$ cat src/hdl/pss_pkg.sv
// Shared types, constants and control codes of the pulse speed smoother.
package pss_pkg;

   // Field widths
   localparam int unsigned COUNT_W  = 16;
   localparam int unsigned TIME_W   = 32;
   localparam int unsigned SPEED_W  = 16;
   localparam int unsigned WIN_W    = 16;
   localparam int unsigned RATE_W   = 26;
   localparam int unsigned WEIGHT_W = 17;
   localparam int unsigned CSR_W    = 32;
   localparam int unsigned STEP_W   = 3;
   localparam int unsigned DCNT_W   = 5;
   localparam int unsigned ACC_W    = 34;

   // Constants
   localparam logic [WEIGHT_W-1:0] WEIGHT_ONE    = 17'd65536;
   localparam logic [WEIGHT_W-1:0] WEIGHT_RESET  = 17'd19661;
   localparam logic [TIME_W-1:0]   TIMEOUT_RESET = 32'd200000;
   localparam logic [TIME_W-1:0]   NO_INTERVAL   = 32'hFFFF_FFFF;
   localparam logic [RATE_W-1:0]   MS_PER_SEC    = 26'd1000;
   localparam logic [ACC_W-1:0]    ROUND_HALF    = 34'd32768;
   localparam logic [DCNT_W-1:0]   DIV_STEPS     = 5'd26;

   // Register indexes
   localparam logic CSR_EMA_WEIGHT       = 1'b0;
   localparam logic CSR_ACTIVITY_TIMEOUT = 1'b1;

   // Commands
   localparam logic CMD_SAMPLE     = 1'b0;
   localparam logic CMD_CLEAR_PEAK = 1'b1;

   typedef struct packed {
      logic                command;
      logic [COUNT_W-1:0]  window_pulses;
      logic [TIME_W-1:0]   last_pulse_time;
      logic [TIME_W-1:0]   min_interval;
      logic [SPEED_W-1:0]  raw_speed;
      logic [WIN_W-1:0]    window_length;
      logic [TIME_W-1:0]   time_now;
   } req_type;

   typedef struct packed {
      logic [RATE_W-1:0]   pulse_rate;
      logic                sensor_live;
      logic [SPEED_W-1:0]  speed_now;
      logic [SPEED_W-1:0]  speed_peak;
      logic [TIME_W-1:0]   interval_held;
   } rsp_type;

   // Datapath operations selected by the microcode
   typedef enum logic [2:0] {
      OP_NOP,
      OP_LOAD,
      OP_MUL_NEW,
      OP_MUL_OLD,
      OP_DIV,
      OP_UPDATE,
      OP_CLR_PEAK
   } op_type;

   // Branch and hold conditions
   typedef enum logic [2:0] {
      COND_NEVER,
      COND_ALWAYS,
      COND_NO_REQ,
      COND_CLEAR_CMD,
      COND_DIV_MORE,
      COND_OUT_BUSY
   } cond_type;

   // Sequencer to datapath
   typedef struct packed {
      op_type op;
      logic   exec;
   } seq_ctl_type;

   // Datapath to sequencer
   typedef struct packed {
      logic no_req;
      logic clear_cmd;
      logic div_more;
      logic out_busy;
   } seq_stat_type;

endpackage

$ cat src/hdl/pss_sequencer.sv
// Microcode ROM and step counter of the pulse speed smoother.
module pss_sequencer (
   input  logic                  clock,
   input  logic                  reset,
   input  pss_pkg::seq_stat_type stat,
   output pss_pkg::seq_ctl_type  ctl
);
   import pss_pkg::*;

   typedef struct packed {
      op_type            op;
      cond_type          cond;
      logic              hold;
      logic [STEP_W-1:0] target;
   } uword_type;

   // Program addresses
   localparam logic [STEP_W-1:0] STEP_LOAD  = 3'd0;
   localparam logic [STEP_W-1:0] STEP_CMD   = 3'd1;
   localparam logic [STEP_W-1:0] STEP_MULN  = 3'd2;
   localparam logic [STEP_W-1:0] STEP_MULO  = 3'd3;
   localparam logic [STEP_W-1:0] STEP_DIV   = 3'd4;
   localparam logic [STEP_W-1:0] STEP_OUT   = 3'd5;
   localparam logic [STEP_W-1:0] STEP_RET   = 3'd6;
   localparam logic [STEP_W-1:0] STEP_CLR   = 3'd7;

   logic [STEP_W-1:0] pc_ff, pc_in;
   uword_type         uword;
   logic              cond_true;

   // Control store
   always_comb begin
      unique case (pc_ff)
         STEP_LOAD: uword = '{OP_LOAD,     COND_NO_REQ,    1'b1, STEP_LOAD};
         STEP_CMD:  uword = '{OP_NOP,      COND_CLEAR_CMD, 1'b0, STEP_CLR};
         STEP_MULN: uword = '{OP_MUL_NEW,  COND_NEVER,     1'b0, STEP_LOAD};
         STEP_MULO: uword = '{OP_MUL_OLD,  COND_NEVER,     1'b0, STEP_LOAD};
         STEP_DIV:  uword = '{OP_DIV,      COND_DIV_MORE,  1'b0, STEP_DIV};
         STEP_OUT:  uword = '{OP_UPDATE,   COND_OUT_BUSY,  1'b1, STEP_OUT};
         STEP_RET:  uword = '{OP_NOP,      COND_ALWAYS,    1'b0, STEP_LOAD};
         STEP_CLR:  uword = '{OP_CLR_PEAK, COND_ALWAYS,    1'b0, STEP_LOAD};
      endcase
   end

   // Condition select
   always_comb begin
      unique case (uword.cond)
         COND_NEVER:     cond_true = 1'b0;
         COND_ALWAYS:    cond_true = 1'b1;
         COND_NO_REQ:    cond_true = stat.no_req;
         COND_CLEAR_CMD: cond_true = stat.clear_cmd;
         COND_DIV_MORE:  cond_true = stat.div_more;
         COND_OUT_BUSY:  cond_true = stat.out_busy;
         default:        cond_true = 1'b0;
      endcase
   end

   // A hold step waits on itself with its operation suppressed
   assign ctl.op   = uword.op;
   assign ctl.exec = !(uword.hold && cond_true);
   assign pc_in    = cond_true ? uword.target : pc_ff + 1'b1;

   always_ff @(posedge clock) begin
      if (reset) begin
         pc_ff <= STEP_LOAD;
      end else begin
         pc_ff <= pc_in;
      end
   end

endmodule

$ cat src/hdl/pss_datapath.sv
// Datapath of the pulse speed smoother: operands, multiply, divide and state.
module pss_datapath (
   input  logic                          clock,
   input  logic                          reset,
   input  pss_pkg::seq_ctl_type          ctl,
   output pss_pkg::seq_stat_type         stat,
   input  logic                          req_valid,
   output logic                          req_stall,
   input  pss_pkg::req_type              req_data,
   output logic                          rsp_valid,
   input  logic                          rsp_stall,
   output pss_pkg::rsp_type              rsp_data,
   input  logic                          csr_write_en,
   input  logic                          csr_index,
   input  logic [pss_pkg::CSR_W-1:0]     csr_wdata
);
   import pss_pkg::*;

   // Configuration
   logic [WEIGHT_W-1:0] weight_ff;
   logic [TIME_W-1:0]   timeout_ff;

   // Item operands and work registers
   req_type             item_ff;
   logic                active_ff;
   logic [ACC_W-1:0]    acc_ff;
   logic [RATE_W-1:0]   quo_ff;
   logic [WIN_W-1:0]    rem_ff;
   logic [DCNT_W-1:0]   dcnt_ff;

   // Persistent state
   logic [SPEED_W-1:0]  smooth_ff;
   logic [SPEED_W-1:0]  peak_ff;
   logic [TIME_W-1:0]   held_ff;

   // Result register
   logic                rsp_valid_ff;
   rsp_type             rsp_ff;

   logic [WEIGHT_W-1:0] weight_sat;
   logic [ACC_W-1:0]    prod;
   logic [TIME_W-1:0]   elapsed;
   logic                active_in;
   logic [WIN_W+1:0]    div_diff;
   logic [SPEED_W-1:0]  speed_in;
   logic [SPEED_W-1:0]  peak_in;
   logic [TIME_W-1:0]   held_in;
   logic [RATE_W-1:0]   rate_in;
   logic                do_op;

   assign do_op = ctl.exec;

   // Weight above one acts as one
   assign weight_sat = (weight_ff > WEIGHT_ONE) ? WEIGHT_ONE : weight_ff;

   // One shared multiplier: new sample weight or old estimate weight
   always_comb begin
      if (ctl.op == OP_MUL_NEW) begin
         prod = ACC_W'(weight_sat) * ACC_W'(item_ff.raw_speed);
      end else begin
         prod = ACC_W'(WEIGHT_ONE - weight_sat) * ACC_W'(smooth_ff);
      end
   end

   // Activity: pulses seen, or last pulse within the timeout (wrapping time)
   assign elapsed   = item_ff.time_now - item_ff.last_pulse_time;
   assign active_in = (item_ff.window_pulses != '0) ||
                      ((item_ff.last_pulse_time != '0) && (elapsed < timeout_ff));

   // Restoring divide step: shift in next dividend bit, trial subtract
   assign div_diff = {1'b0, rem_ff, quo_ff[RATE_W-1]} - {2'b00, item_ff.window_length};

   // Final update values
   assign speed_in = active_ff ? acc_ff[2*SPEED_W-1:SPEED_W] : '0;
   assign peak_in  = (active_ff && (speed_in > peak_ff)) ? speed_in : peak_ff;
   assign held_in  = (item_ff.min_interval != NO_INTERVAL) ? item_ff.min_interval : held_ff;
   assign rate_in  = (item_ff.window_length == '0) ? '0 : quo_ff;

   // Configuration registers
   always_ff @(posedge clock) begin
      if (reset) begin
         weight_ff  <= WEIGHT_RESET;
         timeout_ff <= TIMEOUT_RESET;
      end else if (csr_write_en) begin
         unique case (csr_index)
            CSR_EMA_WEIGHT:       weight_ff  <= csr_wdata[WEIGHT_W-1:0];
            CSR_ACTIVITY_TIMEOUT: timeout_ff <= csr_wdata[TIME_W-1:0];
         endcase
      end
   end

   // Work registers
   always_ff @(posedge clock) begin
      if (reset) begin
         dcnt_ff <= '0;
      end else if (do_op) begin
         unique case (ctl.op)
            OP_LOAD: begin
               if (req_valid) begin
                  item_ff <= req_data;
                  quo_ff  <= RATE_W'(req_data.window_pulses) * MS_PER_SEC;
                  rem_ff  <= '0;
                  dcnt_ff <= DIV_STEPS;
               end
            end
            OP_MUL_NEW: begin
               acc_ff    <= prod;
               active_ff <= active_in;
            end
            OP_MUL_OLD: begin
               acc_ff <= acc_ff + prod + ROUND_HALF;
            end
            OP_DIV: begin
               if (!div_diff[WIN_W+1]) begin
                  rem_ff <= div_diff[WIN_W-1:0];
                  quo_ff <= {quo_ff[RATE_W-2:0], 1'b1};
               end else begin
                  rem_ff <= {rem_ff[WIN_W-2:0], quo_ff[RATE_W-1]};
                  quo_ff <= {quo_ff[RATE_W-2:0], 1'b0};
               end
               dcnt_ff <= dcnt_ff - 1'b1;
            end
            default: begin
            end
         endcase
      end
   end

   // Persistent state
   always_ff @(posedge clock) begin
      if (reset) begin
         smooth_ff <= '0;
         peak_ff   <= '0;
         held_ff   <= '0;
      end else if (do_op) begin
         unique case (ctl.op)
            OP_UPDATE: begin
               smooth_ff <= speed_in;
               peak_ff   <= peak_in;
               held_ff   <= held_in;
            end
            OP_CLR_PEAK: begin
               peak_ff <= '0;
            end
            default: begin
            end
         endcase
      end
   end

   // Result register
   always_ff @(posedge clock) begin
      if (reset) begin
         rsp_valid_ff <= 1'b0;
      end else if (do_op && (ctl.op == OP_UPDATE)) begin
         rsp_valid_ff <= 1'b1;
      end else if (!rsp_stall) begin
         rsp_valid_ff <= 1'b0;
      end
   end

   always_ff @(posedge clock) begin
      if (do_op && (ctl.op == OP_UPDATE)) begin
         rsp_ff.pulse_rate    <= rate_in;
         rsp_ff.sensor_live   <= active_ff;
         rsp_ff.speed_now     <= speed_in;
         rsp_ff.speed_peak    <= peak_in;
         rsp_ff.interval_held <= held_in;
      end
   end

   // Status to the sequencer
   assign stat.no_req    = !req_valid;
   assign stat.clear_cmd = (item_ff.command == CMD_CLEAR_PEAK);
   assign stat.div_more  = (dcnt_ff != DCNT_W'(1));
   assign stat.out_busy  = rsp_valid_ff && rsp_stall;

   assign req_stall = (ctl.op != OP_LOAD);
   assign rsp_valid = rsp_valid_ff;
   assign rsp_data  = rsp_ff;

endmodule

$ cat src/hdl/pulse_speed_smoother.sv
// Pulse speed smoother top level: microcode sequencer, datapath and checks.
//
// Takes one measurement window per sample and returns pulses per second, an
// activity flag, the smoothed speed (EMA with a Q1.16 weight, zeroed when
// inactive), the held peak speed and the last valid minimum pulse interval.
// A clear command zeroes the peak and returns nothing. A sample or a clear
// command occupies the block, with its input stalled, until the microcode
// program returns to its load step; the program forms the pulse rate in 26
// iterations of the one-bit restoring divider. A finished result waits in an
// output register, so the next sample can be taken while it is still stalled;
// the program only waits if a new result is ready before the old one has been
// transferred.
module pulse_speed_smoother (
   input  logic                       clock,
   input  logic                       reset,
   input  logic                       req_valid,
   output logic                       req_stall,
   input  pss_pkg::req_type           req_data,
   output logic                       rsp_valid,
   input  logic                       rsp_stall,
   output pss_pkg::rsp_type           rsp_data,
   input  logic                       csr_write_en,
   input  logic                       csr_index,
   input  logic [pss_pkg::CSR_W-1:0]  csr_wdata
);
   import pss_pkg::*;

   seq_ctl_type  ctl;
   seq_stat_type stat;

   pss_sequencer u_sequencer (
      .clock (clock),
      .reset (reset),
      .stat  (stat),
      .ctl   (ctl)
   );

   pss_datapath u_datapath (
      .clock        (clock),
      .reset        (reset),
      .ctl          (ctl),
      .stat         (stat),
      .req_valid    (req_valid),
      .req_stall    (req_stall),
      .req_data     (req_data),
      .rsp_valid    (rsp_valid),
      .rsp_stall    (rsp_stall),
      .rsp_data     (rsp_data),
      .csr_write_en (csr_write_en),
      .csr_index    (csr_index),
      .csr_wdata    (csr_wdata)
   );

`ifndef SYNTHESIS
   // One item at a time: after a transfer in, the input is stalled
   a_busy_after_take: assert property (@(posedge clock) disable iff (reset)
      (req_valid && !req_stall) |=> req_stall)
      else $error("input not stalled after transfer");

   // Peak never below the current smoothed speed
   a_peak_holds: assert property (@(posedge clock) disable iff (reset)
      rsp_valid |-> (rsp_data.speed_peak >= rsp_data.speed_now))
      else $error("peak below current speed");

   // Inactive signal reports zero speed
   a_idle_zero: assert property (@(posedge clock) disable iff (reset)
      (rsp_valid && !rsp_data.sensor_live) |-> (rsp_data.speed_now == '0))
      else $error("nonzero speed while inactive");
`endif

endmodule
$ cat config.mk
export PLATFORM = sky130hd
export DESIGN_NAME = pulse_speed_smoother
export DESIGN_NICKNAME = d
export VERILOG_FILES = /design/src/hdl/pss_pkg.sv /design/src/hdl/pss_sequencer.sv /design/src/hdl/pss_datapath.sv /design/src/hdl/pulse_speed_smoother.sv
export SDC_FILE = /design/constraint.sdc
export NUM_CORES = 2
export LEC_CHECK = 0
export BUFFER_PORTS_ARGS = -buffer_cell sky130_fd_sc_hd__buf_2
export CAP_MARGIN = 20
export CORE_MARGIN = 3
export CORE_UTILIZATION = 25
export DETAILED_ROUTE_END_ITERATION = 8
export MAX_ROUTING_LAYER = met4
export PLACE_DENSITY = 0.41
export SETUP_SLACK_MARGIN = 0.02
export SLEW_MARGIN = 10
export SYNTH_ARGS = -nofsm -noshare
export SYNTH_HDL_FRONTEND = slang
export SYNTH_SLANG_ARGS = --single-unit
export TNS_END_PERCENT = 50
$ cat constraint.sdc
create_clock -name clock -period 30.9 [get_ports clock]
set_input_delay 1.545 -clock clock [delete_from_list [all_inputs] [get_ports clock]]
set_output_delay 1.545 -clock clock [all_outputs]
set_load 0.01 [all_outputs]
After elaboration in Yosys (flattened, before gate mapping) --
Memory sizes are Yosys's and may differ from the RTL's. A register that Yosys moved wholly into a read port is not among the register bits. Cells that the tools add are included. Widths: inputs -> output; s select.
Word-level totals: input bits 183, register bits 435, bits in read-only memories 80, memories 1
Memories:
- (name not given) | depth 8, width 10, rd ports 1, clocked after Yosys merged registers in 1, wr ports 0, line pss_sequencer.sv:33 | unique case (pc_ff)
Operators by class: multiplexer cells 20, $add $sub $neg 7, bitwise logic cells 3, equal/unequal tests 16, multipliers 3, $lt $le $gt $ge 3, reductions and logical operators 23
Operators by type and width (count):
- $pmux 34 s2 | 1
- $mux 16 | 4
- $pmux 16 s2 | 2
- $pmux 26 s2 | 1
- $add 34x16->34 const B | 1
- $add 34x34->34 | 1
- $mul 34x16->34 | 1
- $mux 34 | 1
- $mul 17x16->33 | 1
- $lt 32x32->1 | 1
- $mux 32 | 1
- $ne 32x32->1 const B | 1
- $reduce_bool 32->1 | 1
- $sub 32x32->32 | 1
- $mux 26 | 1
- $mul 16x7->23 const B | 1
- $sub 17x16->18 | 1
- $sub 17x17->18 const A | 1
- $gt 17x17->1 const B | 1
- $mux 17 | 1
- $gt 16x16->1 | 1
- $logic_not 16->1 | 1
- $reduce_bool 16->1 | 1
- $eq 3x3->1 const B | 5
- other kinds (21) | 43

Logic depth before layout (Yosys ltp) --
word-level depth 8, mapped depth 47, mapped depth without buffers 43

By module --
A second synthesis with hierarchy kept.
Second synthesis, totals: cells, all modules 4496, area total of the unflattened synthesis 43802.0 um2
Modules (own cells, without submodules):
- pss_datapath | times used 1, cells an instance 4431, area each 43170.2 um2, seq. area each 11721.2 um2
- pss_sequencer | times used 1, cells an instance 65, area each 631.9 um2, seq. area each 260.2 um2

Worst setup path before layout --
No wires, ideal clock.
path type flip-flop to flip-flop, from register u_datapath.weight_ff[16], to register u_datapath.acc_ff[31] (data pin), clock period less this slack 10.588 ns, required time 30.765 ns, setup time 0.135 ns, arrival 10.453 ns, cell stages (with the launch flop) 45, path slack 20.312 ns, buffers on the path 5, cell sequence dfxtp_1 clkbuf_1 clkbuf_1 clkbuf_1 nor2b_1 clkbuf_1 inv_1 ha_1 o21ai_1 or2_2 or3_1 a21oi_1 clkbuf_1 nand2_1 fa_1 fa_1 fa_1 inv_1 [... 9 more ...] nor2_1 a31o_2 a21o_1 a21oi_1 xnor2_1 mux2_2 ha_1 ha_1 nand3_1 o22ai_1 nor2_1 o21ai_0 a21oi_1 a211oi_1 a221oi_1 xnor2_1 o32a_1 nand3_1
Between the ends: cells in the longest elaborated chain, start to end 8, elaborated cells on any way between the ends 9
Ends and longest elaborated chain:
- start: declaration | line pss_datapath.sv:20 | logic [WEIGHT_W-1:0] weight_ff;
- start signal: assignment | line pss_datapath.sv:86 | CSR_EMA_WEIGHT: weight_ff <= csr_wdata[WEIGHT_W-1:0];
- $gt 17x17->1 | line pss_datapath.sv:54 | assign weight_sat = (weight_ff > WEIGHT_ONE) ? WEIGHT_ONE : weight_ff;
- $mux 17 * | line pss_datapath.sv:54
- $sub 17x17->18 | line pss_datapath.sv:61 | prod = ACC_W'(WEIGHT_ONE - weight_sat) * ACC_W'(smooth_ff);
- $mul 34x16->34 | line pss_datapath.sv:61
- $mux 34 * | line pss_datapath.sv:58 | if (ctl.op == OP_MUL_NEW) begin
- $add 34x34->34 | line pss_datapath.sv:111 | acc_ff <= acc_ff + prod + ROUND_HALF;
- $add 34x16->34 | line pss_datapath.sv:111
- $pmux 34 s2 * | line pss_datapath.sv:97 | unique case (ctl.op)
- end signal: assignment | line pss_datapath.sv:107 | acc_ff <= prod;
- end signal: assignment | line pss_datapath.sv:111
- end: declaration | line pss_datapath.sv:26 | logic [ACC_W-1:0] acc_ff;
Mark *: on every way between the ends. The rest lies on a longest branch, timed or not. A chain may end at the register's enable or synchronous reset.

Final worst setup path --
from register u_datapath.weight_ff[9], to register u_datapath.acc_ff[31] (data pin)
The elaborated chain is that of the path after synthesis.

==> impl_metrics.ini <==
[clocking]
clockBufferDepth = 3
htreeDepth = 2
cts_root_buf = clkbuf_16
clock_latency_ns = 0.64
cts_tree = built
numCtsBuffers = 54
cts_setup_buffers = 0
cts_resized = 0
cts_hold_buf = 0
cts_num_sinks = 443
clk_pin_slew_ns = 0.07

[die]
die_h_um = 423
placementRows = 152
die_width_um = 423
start_util_pct = 25.2
die-area_mm2 = 0.179
ioPinCount = 276
core-area_mm2 = 0.172

[critical_path]
r2r_slack_ns = 19.33
worstReg2RegStart = u_datapath.weight_ff[9]$_SDFFE_PP0P_
crit_family = adder cells
reg2reg_to = u_datapath.acc_ff[31]$_DFFE_PP_
critical_path_buf_inv_count = 3
path_class = flop to flop
crit_fanout = 16
slowest_delay_ns = 0.79
worstPathRequired_ns = 31.29
crit_slowest_cell = xor2_2
endpoint_kind = flop
start_kind = flop
r2r_cells = 40
cpMostUsedCell = fa_1
cp.arrival_ns = 11.95

[placement]
portBuffers = 275
dp_hpwl_um = 102000
gp_congestion = 0.836

[synthesis]
syn_area_per_cell_um2 = 9.74
async_reset_ff_share_pct = 0
synth_top_cell_by_area = fa_1
mappedNetlistArea_mm2 = 0.0434
synth_edf_count = 311
ys_warn_count = 0
syn_inst = 4456
synth.ff_latch_count = 443
synthTopCellsByArea = fa_1 25%, edfxtp_1 22%, ha_1 11%, inv_1 6.4%, dfxtp_1 6.1%
ys_types = 85
synth_ff_type = edfxtp_1
netlist.area_leader.share_pct = 24.9
yosysSeqAreaShare_pct = 27.6

[routing]
viasPerCell = 4.37
drt-wirelength-per-cell_um = 18.4
drtAntennaViolNets = 0
wl_um = 130000
drt-initial-drc-count = 1493
vias = 30900
drc_errors = 0
firstDrtPassIters = 5

[sta]
fmax_mhz = 86.5
setup_viol = 0
tightest_slew_ns = 1.07
maxSlewViolCount = 0
tns_ns = 0
final-hold-violation-count = 0
min_period_over_period_pct = 37.4
clock_skew_ns = 0.0166
slew_headroom_pct = 28.3
rsz0062_at_grt = no
period_needed_ns = 11.57

[worst_hold_path]
hp-start = u_datapath.held_ff[22]$_SDFFE_PP0P_
hold_end = u_datapath.held_ff[22]$_SDFFE_PP0P_
whs_path_depth = 2
min_path_type = flop to flop

[layout]
drive_gt1_share_pct = 10.9
layout.nets = 5811
area_growth_pct = 14.0
fillers = 18200

[global_route]
grt_pass1_vias = 33000
grt_antenna_before_repair = 16
grt.total_usage_pct = 15.1
grt_pass1_wl_um = 203000
grt_max_degree = 130
grt_overflow = 0

[outcome]
status = finished clean

[run]
maxCapViolations = 0
==> metal layers <==
| layer | track usage, % | vias up | share of wire, % |
|---|---|---|---|
| met2 | 26.0 | 397 | 50 |
| met3 | 1.38 | 131 | 2.6 |
| li1 | - | 14800 | - |
| met1 | 19.2 | 15500 | 45 |
| met4 | 3.22 | 0 | 2.1 |
| met5 | - | - | 0 |
==> metrics by stage <==
step	setup WS, ns	utilization [%]	hold WS [ns]	cells	area, um^2
after floorplan	20.31	-	0.434	4493	43500
after global placement	19.53	27.7	0.440	6959	47600
after detailed placement	19.42	27.7	0.444	6960	47700
after CTS	19.35	28.7	0.453	7061	49500
after global routing	18.60	28.7	0.469	7065	49500
final	19.33	28.8	0.450	7066	49500
==> flip-flops by register name (all words and copies together), names as in the netlist, 3 cells and up <==
signal                 flops
u_datapath.smooth_ff      16
u_datapath.quo_ff         26
u_datapath.rsp_data       91
u_datapath.dcnt_ff         5
u_datapath.timeout_ff     32
u_datapath.acc_ff         32
u_sequencer.uword         10
u_datapath.held_ff        32
u_datapath.weight_ff      17
u_datapath.item_ff       144
u_datapath.peak_ff        16
u_sequencer.pc_ff          3
u_datapath.rem_ff         16
==> how the worst max path moves through the flow <==
| stage | endpoint | cells past startpoint | startpoint |
|---|---|---|---|
| 2_1_floorplan | u_datapath.acc_ff[31]$_DFFE_PP_ | 44 | u_datapath.weight_ff[16]$_SDFFE_PP0P_ |
| 3_3_place_gp | u_datapath.acc_ff[31]$_DFFE_PP_ | 40 | u_datapath.weight_ff[9]$_SDFFE_PP0P_ |
| 3_5_place_dp | u_datapath.acc_ff[31]$_DFFE_PP_ | 40 | u_datapath.weight_ff[9]$_SDFFE_PP0P_ |
| 4_1_cts | u_datapath.acc_ff[31]$_DFFE_PP_ | 40 | u_datapath.weight_ff[9]$_SDFFE_PP0P_ |
| 5_1_grt | u_datapath.acc_ff[31]$_DFFE_PP_ | 38 | u_datapath.weight_ff[9]$_SDFFE_PP0P_ |
| 6_report | u_datapath.acc_ff[31]$_DFFE_PP_ | 40 | u_datapath.weight_ff[9]$_SDFFE_PP0P_ |
==> cells by family after synthesis <==
family / share of synthesized area, %
simple gates: 14.8
fa+ha+maj: 35.9
buf+inv: 8.02
compound gates: 8.69
flops: 27.6
xor+xnor: 3.30
mux: 1.68
other cells: 0.0173
==> worst min-delay path: stages (launching register included) <==
cell and delay, ns:
dfxtp_1 0.31, nand2_1 0.05, a21oi_1 0.05
==> area by class of cell <==
class | count | area, um^2 | area share [%]
tap | 2310 | 2890 | 5.84
timing repair buffer | 330 | 1810 | 3.66
antenna | 5 | 12.5 | 0.0253
inverter | 745 | 2800 | 5.66
multi-input combinational | 3132 | 28200 | 56.9
sequential | 443 | 12000 | 24.2
clock buffer | 75 | 1560 | 3.16
clock inverter | 26 | 254 | 0.513
==> synth_stat cells (23+ instances only) <==
cell        n
nand3_1    31
ha_1      382
nand2_1   668
a21oi_1   232
xnor2_1    98
buf_1      23
nand2b_1   26
nor4_1     24
and2_1    266
dfxtp_1   132
xor2_1     53
nand3b_1   31
clkbuf_1  137
inv_1     745
fa_1      540
o21a_1     39
nor2b_1    41
edfxtp_1  311
mux2_2     47
nor3_1     32
nor2_1    148
o21ai_0   110
a21o_1     57
==> cell usage in the layout (no fill, tap or decap), drive strengths merged, types with 20 or more instances in the layout <==
| cell | count |
|---|---|
| mux2 | 47 |
| nor4 | 25 |
| nand3b | 31 |
| nor2b | 41 |
| nor3 | 33 |
| mux2i | 20 |
| o21ai | 113 |
| conb | 39 |
| a21o | 57 |
| xor2 | 56 |
| inv | 752 |
| ha | 382 |
| and2 | 266 |
| edfxtp | 311 |
| o21a | 39 |
| nor2 | 148 |
| nand4 | 22 |
| a21oi | 233 |
| dfxtp | 132 |
| nand3 | 31 |
| clkbuf | 75 |
| fa | 540 |
| nand2 | 670 |
| xnor2 | 101 |
| buf | 330 |
| nand2b | 26 |
Power is not shown: default switching activity piles up to over one toggle a cycle in this logic, so the estimate is an artifact.
